<file path="src/hdl/hrp_pkg.sv">
// Package with event codes, character constants, the queue depth and the result word type.
`timescale 1ns / 1ps
package hrp_pkg;

  localparam logic [2:0] EV_VERB     = 3'd0;
  localparam logic [2:0] EV_RESOURCE = 3'd1;
  localparam logic [2:0] EV_VERSION  = 3'd2;
  localparam logic [2:0] EV_HNAME    = 3'd3;
  localparam logic [2:0] EV_HVALUE   = 3'd4;
  localparam logic [2:0] EV_COMPLETE = 3'd5;
  localparam logic [2:0] EV_ERROR    = 3'd6;

  localparam logic [7:0] CHAR_G     = 8'h47;
  localparam logic [7:0] CHAR_E     = 8'h45;
  localparam logic [7:0] CHAR_T     = 8'h54;
  localparam logic [7:0] CHAR_SPACE = 8'h20;
  localparam logic [7:0] CHAR_COLON = 8'h3A;
  localparam logic [7:0] CHAR_CR    = 8'h0D;
  localparam logic [7:0] CHAR_LF    = 8'h0A;

  localparam logic [7:0] TERM_TEXT [4] = '{CHAR_CR, CHAR_LF, CHAR_CR, CHAR_LF};

  localparam int QDEPTH = 4;
  localparam int QPTR_BITS = $clog2(QDEPTH);

  typedef struct packed {
    logic [2:0]  event_kind;
    logic [15:0] span_start;
    logic [15:0] span_end;
    logic [7:0]  header_number;
    logic        last_of_run;
  } result_t;

endpackage

</file>
<file path="src/hdl/http_request_line_header_parser.sv">
// HTTP GET request line and header parser, one byte per clock in while in_stall is low, span events out.
//
// Request text enters one byte per word on the in_ channel, with
// in_end_of_buffer set on the last byte of each buffer. Spans for the verb,
// resource, version and every header name and value, then one completion or
// error event, leave on the out_ channel. A word moves on either channel at a
// clock edge where valid is high and stall is low.
//
// An accepted byte is held in the input register, then parsed, and its
// events go into the result queue, whose head word drives the out_ ports.
// Throughput: one byte per cycle while the queue has room. A single pass of
// logic parses each byte, and its zero, one or two events go into a
// four-entry result queue. A byte is parsed only while the queue holds at
// most two words. Only the byte that ends a request gives two events, so with
// a ready receiver the input never waits.
//
// Reset (rst_n low, synchronous) empties the queue and returns the parser to
// the start of a request, as does every end-of-buffer byte. While out_stall is
// high the head word holds steady; input keeps flowing until the queue holds
// three words, and then in_stall rises.
`timescale 1ns / 1ps
module http_request_line_header_parser import hrp_pkg::*; #(
  parameter int POSITION_BITS = 16
) (
  input  logic        clk,
  input  logic        rst_n,
  input  logic        in_valid,
  output logic        in_stall,
  input  logic [7:0]  in_data_byte,
  input  logic        in_end_of_buffer,
  output logic        out_valid,
  input  logic        out_stall,
  output logic [2:0]  out_event_kind,
  output logic [15:0] out_span_start,
  output logic [15:0] out_span_end,
  output logic [7:0]  out_header_number,
  output logic        out_last_of_run
);

  typedef enum logic [3:0] {
    PH_G, PH_E, PH_T, PH_VERB, PH_SP1, PH_RES, PH_SP2, PH_VER,
    PH_TERM, PH_SKIP, PH_HNAME, PH_COLON, PH_VSKIP, PH_VALUE
  } phase_t;

  typedef logic [POSITION_BITS-1:0] pos_t;

  // Offsets leave the block in their low 16 bits.
  function automatic logic [15:0] to16(input pos_t v);
    logic [31:0] w;
    w = 32'(v);
    return w[15:0];
  endfunction

  // Input register.
  logic       in_vld_r;
  logic [7:0] byte_r;
  logic       eob_r;

  // Parser state.
  phase_t     phase_r, phase_nxt;
  pos_t       pos_r;
  pos_t       mark_r, mark_nxt;
  logic [1:0] prog_r, prog_nxt;
  logic [7:0] hc_r, hc_nxt;
  logic       fin_r, fin_nxt;

  // Result queue.
  result_t              q_r [QDEPTH];
  logic [QPTR_BITS-1:0] rd_ptr_r, wr_ptr_r;
  logic [QPTR_BITS:0]   count_r;

  logic    proc, pop, used, hc_inc;
  logic    ev0_vld, ev1_vld;
  result_t ev0, ev1;
  pos_t    p, np;
  logic    sp, colon, cr, crlf;
  logic [1:0] push_n;

  // A byte is parsed when the queue can take both events it may cause.
  assign proc     = in_vld_r && (count_r <= (QPTR_BITS+1)'(QDEPTH - 2));
  assign in_stall = in_vld_r && !proc;
  assign pop      = out_valid && !out_stall;

  assign p     = pos_r;
  assign np    = pos_r + pos_t'(1);
  assign sp    = (byte_r == CHAR_SPACE);
  assign colon = (byte_r == CHAR_COLON);
  assign cr    = (byte_r == CHAR_CR);
  assign crlf  = cr || (byte_r == CHAR_LF);

  // The parse walks at most a few phases per byte; every path through
  // those phases is written out here as one arm of the case.
  always_comb begin
    phase_nxt = phase_r;
    mark_nxt  = mark_r;
    prog_nxt  = prog_r;
    fin_nxt   = fin_r;
    hc_inc    = 1'b0;
    used      = 1'b0;
    ev0_vld   = 1'b0;
    ev1_vld   = 1'b0;
    ev0       = '0;
    ev1       = '0;
    if (!fin_r) begin
      case (phase_r)
        PH_E: begin
          if (byte_r != CHAR_E) begin
            ev0_vld = 1'b1; ev0.event_kind = EV_ERROR; fin_nxt = 1'b1;
          end else begin
            phase_nxt = PH_T; used = 1'b1;
          end
        end
        PH_T: begin
          if (byte_r != CHAR_T) begin
            ev0_vld = 1'b1; ev0.event_kind = EV_ERROR; fin_nxt = 1'b1;
          end else begin
            phase_nxt = PH_VERB; used = 1'b1;
          end
        end
        PH_VERB: begin
          used = 1'b1;
          if (sp) begin
            ev0_vld = 1'b1; ev0.event_kind = EV_VERB; ev0.span_end = to16(p);
            phase_nxt = PH_SP1;
          end
        end
        PH_SP1: begin
          used = 1'b1;
          if (!sp) begin
            mark_nxt = p; phase_nxt = PH_RES;
          end
        end
        PH_RES: begin
          used = 1'b1;
          if (sp) begin
            ev0_vld = 1'b1; ev0.event_kind = EV_RESOURCE;
            ev0.span_start = to16(mark_r); ev0.span_end = to16(p);
            phase_nxt = PH_SP2;
          end
        end
        PH_SP2, PH_VSKIP, PH_VER, PH_VALUE: begin
          if ((phase_r inside {PH_SP2, PH_VSKIP}) && sp) begin
            used = 1'b1;
          end else if (!crlf) begin
            used = 1'b1;
            if (phase_r inside {PH_SP2, PH_VSKIP}) mark_nxt = p;
            phase_nxt = (phase_r inside {PH_SP2, PH_VER}) ? PH_VER : PH_VALUE;
          end else begin
            // Line end closes the field; an empty field starts here.
            ev0_vld = 1'b1;
            ev0.event_kind = (phase_r inside {PH_SP2, PH_VER}) ? EV_VERSION : EV_HVALUE;
            hc_inc = !(phase_r inside {PH_SP2, PH_VER});
            ev0.span_start = (phase_r inside {PH_SP2, PH_VSKIP}) ? to16(p) : to16(mark_r);
            ev0.span_end = to16(p);
            mark_nxt = p;
            used = 1'b1;
            // The same byte is the first one tried against the terminator.
            if (cr) begin
              prog_nxt = 2'd1; phase_nxt = PH_TERM;
              if (eob_r) begin
                ev1_vld = 1'b1; ev1.event_kind = EV_COMPLETE;
                ev1.span_start = to16(p); ev1.span_end = to16(np);
                fin_nxt = 1'b1;
              end
            end else begin
              prog_nxt = 2'd0; phase_nxt = PH_SKIP;
            end
          end
        end
        PH_TERM, PH_SKIP: begin
          if (phase_r == PH_TERM && byte_r == TERM_TEXT[prog_r]) begin
            used = 1'b1;
            prog_nxt = prog_r + 2'd1;
            if (prog_r == 2'd3 || eob_r) begin
              ev0_vld = 1'b1; ev0.event_kind = EV_COMPLETE;
              ev0.span_start = to16(mark_r); ev0.span_end = to16(np);
              fin_nxt = 1'b1;
            end
          end else begin
            prog_nxt = 2'd0;
            used = 1'b1;
            if (crlf || sp) begin
              phase_nxt = PH_SKIP;
            end else begin
              mark_nxt = p;
              if (colon) begin
                // Header with an empty name.
                ev0_vld = 1'b1; ev0.event_kind = EV_HNAME;
                ev0.span_start = to16(p); ev0.span_end = to16(p);
                phase_nxt = PH_VSKIP;
              end else begin
                phase_nxt = PH_HNAME;
              end
            end
          end
        end
        PH_HNAME: begin
          if (sp || colon || crlf) begin
            ev0_vld = 1'b1; ev0.event_kind = EV_HNAME;
            ev0.span_start = to16(mark_r); ev0.span_end = to16(p);
          end
          if (crlf) begin
            ev1_vld = 1'b1; ev1.event_kind = EV_ERROR;
            ev1.span_start = to16(p); ev1.span_end = to16(p);
            fin_nxt = 1'b1;
            phase_nxt = PH_COLON;
          end else begin
            used = 1'b1;
            if (colon) phase_nxt = PH_VSKIP;
            else if (sp) phase_nxt = PH_COLON;
          end
        end
        PH_COLON: begin
          if (crlf) begin
            ev0_vld = 1'b1; ev0.event_kind = EV_ERROR;
            ev0.span_start = to16(p); ev0.span_end = to16(p);
            fin_nxt = 1'b1;
          end else begin
            used = 1'b1;
            if (colon) phase_nxt = PH_VSKIP;
          end
        end
        default: begin
          // First verb character; unused phase codes land here too.
          if (byte_r != CHAR_G) begin
            ev0_vld = 1'b1; ev0.event_kind = EV_ERROR; fin_nxt = 1'b1;
          end else begin
            phase_nxt = PH_E; used = 1'b1;
          end
        end
      endcase
    end

    hc_nxt = (hc_inc && hc_r != 8'hFF) ? hc_r + 8'd1 : hc_r;

    // A buffer that ends inside a field or a space run is an error just past it.
    if (used && !fin_nxt && eob_r) begin
      fin_nxt = 1'b1;
      if (!ev0_vld) begin
        ev0_vld = 1'b1; ev0.event_kind = EV_ERROR;
        ev0.span_start = to16(np); ev0.span_end = to16(np);
      end else begin
        ev1_vld = 1'b1; ev1.event_kind = EV_ERROR;
        ev1.span_start = to16(np); ev1.span_end = to16(np);
      end
    end

    // Only a header value advances the count, and it is always the first event.
    ev0.header_number = hc_r;
    ev1.header_number = hc_nxt;
    ev0.last_of_run   = !ev1_vld;
    ev1.last_of_run   = 1'b1;
  end

  assign push_n = proc ? {1'b0, ev0_vld} + {1'b0, ev1_vld} : 2'd0;

  always_ff @(posedge clk) begin
    if (!rst_n) begin
      in_vld_r <= 1'b0;
      phase_r  <= PH_G;
      pos_r    <= '0;
      mark_r   <= '0;
      prog_r   <= 2'd0;
      hc_r     <= 8'd0;
      fin_r    <= 1'b0;
      rd_ptr_r <= '0;
      wr_ptr_r <= '0;
      count_r  <= '0;
    end else begin
      if (!in_stall) begin
        in_vld_r <= in_valid;
        byte_r   <= in_data_byte;
        eob_r    <= in_end_of_buffer;
      end
      if (proc) begin
        if (eob_r) begin
          phase_r <= PH_G;
          pos_r   <= '0;
          mark_r  <= '0;
          prog_r  <= 2'd0;
          hc_r    <= 8'd0;
          fin_r   <= 1'b0;
        end else begin
          phase_r <= phase_nxt;
          pos_r   <= np;
          mark_r  <= mark_nxt;
          prog_r  <= prog_nxt;
          hc_r    <= hc_nxt;
          fin_r   <= fin_nxt;
        end
        if (ev0_vld) q_r[wr_ptr_r] <= ev0;
        if (ev1_vld) q_r[wr_ptr_r + QPTR_BITS'(1)] <= ev1;
        wr_ptr_r <= wr_ptr_r + QPTR_BITS'(push_n);
      end
      if (pop) rd_ptr_r <= rd_ptr_r + QPTR_BITS'(1);
      count_r <= count_r + (QPTR_BITS+1)'(push_n) - (QPTR_BITS+1)'(pop);
    end
  end

  assign out_valid         = (count_r != '0);
  assign out_event_kind    = q_r[rd_ptr_r].event_kind;
  assign out_span_start    = q_r[rd_ptr_r].span_start;
  assign out_span_end      = q_r[rd_ptr_r].span_end;
  assign out_header_number = q_r[rd_ptr_r].header_number;
  assign out_last_of_run   = q_r[rd_ptr_r].last_of_run;

endmodule

</file>
<file path="config.mk">
export PLATFORM = sky130hd
export DESIGN_NAME = http_request_line_header_parser
export DESIGN_NICKNAME = d
export VERILOG_FILES = /design/src/hdl/hrp_pkg.sv /design/src/hdl/http_request_line_header_parser.sv
export SDC_FILE = /design/constraint.sdc
export NUM_CORES = 1
export LEC_CHECK = 0
export BUFFER_PORTS_ARGS = -buffer_cell sky130_fd_sc_hd__buf_2
export CAP_MARGIN = 10
export CORE_MARGIN = 2
export CORE_UTILIZATION = 26
export CTS_BUF_LIST = sky130_fd_sc_hd__clkbuf_4
export DETAILED_ROUTE_END_ITERATION = 6
export GPL_ROUTABILITY_DRIVEN = 0
export PLACE_DENSITY = 0.5
export SLEW_MARGIN = 15
export SYNTH_ARGS = -nofsm -noshare
export SYNTH_HDL_FRONTEND = slang
export SYNTH_SLANG_ARGS = --single-unit
</file>
<file path="constraint.sdc">
create_clock -name clk -period 6.4 [get_ports clk]
set_input_delay 0 -clock clk [delete_from_list [all_inputs] [get_ports clk]]
set_output_delay 0 -clock clk [all_outputs]
set_load 0.02 [all_outputs]
</file>
==> summary.txt <==
Clocking
  • Clk slew on worst S/H paths: 0.06 ns
  • Clk_lat worst skew: 0.79 ns
  • Sinks on Clock Net: 242
  • Postcts setup bufs: 0
  • Post_cts resized: 0
  • CTS tree: done
  • CTS H-tree lvls: 3
  • Max clock buf depth: 3
  • Cts bufs inserted: 69
  • CTS Root Buffer Type: clkbuf_4

Logic synthesis
  • Yosys warns: 0
  • Largest family of logic cells by synthesized area: compound AO/OA/AOI/OAI gates
  • Synth area leader: edfxtp_1
  • Cell Area, Synth: 13,200 um2
  • Post-synthesis adder-cell area fraction: 0.00988
  • Top cells by area, synth: edfxtp_1 (41%), dfxtp_1 (9.3%), mux4_2 (7.5%), o22ai_1 (7.4%), a22oi_1 (3.7%)
  • Xor/xnor share of the synthesized area: 0.0106
  • Top_reg_cell synth: edfxtp_1
  • Mean Syn Cell Area: 11.0 um2
  • Compound-Gate Fraction of Synth Area: 0.224
  • Simple-gate portion of the synthesized area: 0.125
  • Syn Nets: 1,215
  • Share of the synthesized area in the top cell type: 0.413
  • Sequential area share after synthesis: 0.506
  • Flops & latches, synth: 242
  • Most frequent cell after synthesis: edfxtp_1
  • Post-synthesis mux area share: 0.0826
  • Number of synthesized flops with an enable pin: 181
  • Mapped Cells: 1,193
  • Post-synth ARST share: 0
  • Post-synthesis cell type count: 76
  • Top cells by count, synth: edfxtp_1 (181), o22ai_1 (156), a22oi_1 (65)

Routing
  • First drt pass iteration count: 7
  • Antenna viol nets, final: 0
  • Via count: 10,800
  • WL final: 42.6 mm
  • # DRC: 0
  • Initial DRC Count: 1,112
  • Vias per cell: 5.46
  • DR WL/cell: 21.5 um

Worst hold path
  • Hold Path Class: input pin to flip-flop
  • Hold depth: 5

Global routing
  • Vias in the first global route: 10,700
  • Largest net degree at the start of global routing: 61
  • First-pass GRT wire length: 65.0 mm
  • Initial antenna violation count: 2
  • Total track usage: 0.161
  • GRT Residual Overflow: 0

Critical path
  • Crit. End Element: flip-flop
  • CP max-delay cell: dfxtp_1
  • WS Path Type: flip-flop to flip-flop
  • R2R depth: 15
  • Worst EP arrival: 5.38 ns
  • Slowest stage delay, CP: 0.80 ns
  • Worst path required time: 7.06 ns
  • CP max FO: 23
  • Most frequent CP cell: ha_1
  • Critical Path Stages: 15
  • CP Launch Type: flip-flop
  • CP top delay family: simple AND/OR/NAND/NOR gates
  • Crit path cell chain: or4b_1 -> nor3_1 -> o211ai_1 -> and4_1 -> nand4_2 -> nand2_2 -> ha_1 -> nand2_1 -> ha_1 -> inv_1 -> ha_1 -> fa_1 -> xnor2_1 -> xnor2_1 -> and2_1
  • CP bufs+invs: 1

Timing
  • Sum Neg Setup Slack: 0 ns
  • Final Skew: 0.0602 ns
  • Setup violators final: 0
  • Worst-Margin Slew: 1.12 ns
  • WHS: 0.246 ns
  • Final worst setup slack: 1.68 ns
  • Min Clock Period, post-route: 4.72 ns
  • Final Hold Viols: 0
  • Achievable frequency: 0.212 GHz
  • Final Cycle Share: 0.737
  • RSZ-0062 raised after global routing: no
  • Max Transition Viols Final: 0
  • Max_slew headroom: 0.245

Layout
  • Layout Utilization: 0.305
  • Share of layout cells above drive strength 1: 0.210
  • Nets: 1,274
  • Area delta synth->final: 16.0%

Floorplanning
  • Die Span Y: 229 um
  • # IOs: 59
  • FP Rows: 82
  • Die width: 229 um
  • Core area: 50,100 um2
  • Initial Util: 0.263
  • Die area: 52,500 um2

Placement
  • Post-DP HPWL: 26.3 mm
  • Dpl ws: 1.69 ns
  • # port buffers: 58

Outcome
  • Status: complete, no violations

Flow run
  • Max-Cap Viols: 0

Pwr
  • Static leakage: 4.72 nW
  • Worst vdd ir: 0.0000933 V
  • Pwr dens: 275 nW/um2
## worst register-to-register path, stage by stage (launching register included)
cell and delay, ns:
dfxtp_1 0.80, or4b_1 0.58, nor3_1 0.25, o211ai_1 0.26, and4_1 0.33, nand4_2 0.40, nand2_2 0.24, ha_1 0.34
nand2_1 0.07, ha_1 0.28, inv_1 0.04, ha_1 0.19, fa_1 0.43, xnor2_1 0.20, xnor2_1 0.08, and2_1 0.16
## path summary, 6_finish.rpt
path	start	end	slack (ns)
hold reg to reg	q_r[1][0]	q_r[1][0]	0.47
setup reg to reg	phase_r[3]	count_r[2]	1.68
setup / recovery	phase_r[3]	count_r[2]	1.68
hold / removal	out_stall	rd_ptr_r[0]	0.25
## flip-flops by register name (all words and copies together) (netlist names), named ones only
register and flops:
in_vld_r 1, prog_r 2, hc_r 8, p 16, wr_ptr_r 2, fin_r 1, q_r 176, byte_r 8
eob_r 1, count_r 3, phase_r 4, rd_ptr_r 2, mark_r 16
## cells by family after synthesis
group | count (synthesis)
compound gates | 444
simple gates | 298
flops | 242
buf+inv | 130
mux | 53
xor+xnor | 16
fa+ha+maj | 10
## report_power, final
group / switching (mW) / internal, mW / total, mW / leakage [nW]
logic: 0.467 / 0.336 / 0.804 / 2.03
registers: 0.0737 / 1.73 / 1.80 / 2.11
clock network: 0.687 / 0.905 / 1.59 / 0.575
## routing by layer
metal / vias up / wire length (um) / part of all wire / GRT usage
met1: 5341 / 18200 / 0.43 / 0.215
met3: 76 / 3210 / 0.075 / 0.0275
li1: 4908 / - / - / -
met4: 0 / 1360 / 0.032 / 0.0737
met5: - / 0 / 0 / 0
met2: 493 / 19800 / 0.46 / 0.255
## cell usage in the layout, fill, tap and decap left out, types with 46 or more instances in the layout
cell	count
a21oi_1	55
clkbuf_4	104
edfxtp_1	181
buf_2	58
a22oi_1	65
o22ai_1	156
o21ai_0	55
nor2b_1	47
dfxtp_1	59
nand2_1	48
nor2_1	46
## repair_timing
| action | 4_1_cts | 5_1_grt |
|---|---|---|
| endpoints found under the setup margin | 0 | 0 |
| endpoints found under the hold margin | 66 | 0 |
| hold buffers | 24 | 0 |
## layout make-up
type,instances,area (um2)
Multi-Input combinational cell,821,6030
Sequential cell,242,6660
Clock buffer,104,781
Antenna cell,3,7.51
Fill cell,5221,34800
Clock inverter,20,190
Timing Repair Buffer,102,706
Inverter,16,60.1
Tap cell,672,841
## stage by stage
| step | power (mW) | instance area, um2 | std cells |
|---|---|---|---|
| after global routing | 4.38 | 15300 | 1980 |
| after floorplan | 2.37 | 13200 | 1193 |
| final | 4.20 | 15300 | 1980 |
| after global placement | 2.64 | 14100 | 1829 |
| after CTS | 4.26 | 15300 | 1977 |
| after detailed placement | 2.64 | 14100 | 1829 |
No activity file was read; power rests on OpenSTA's default activity.
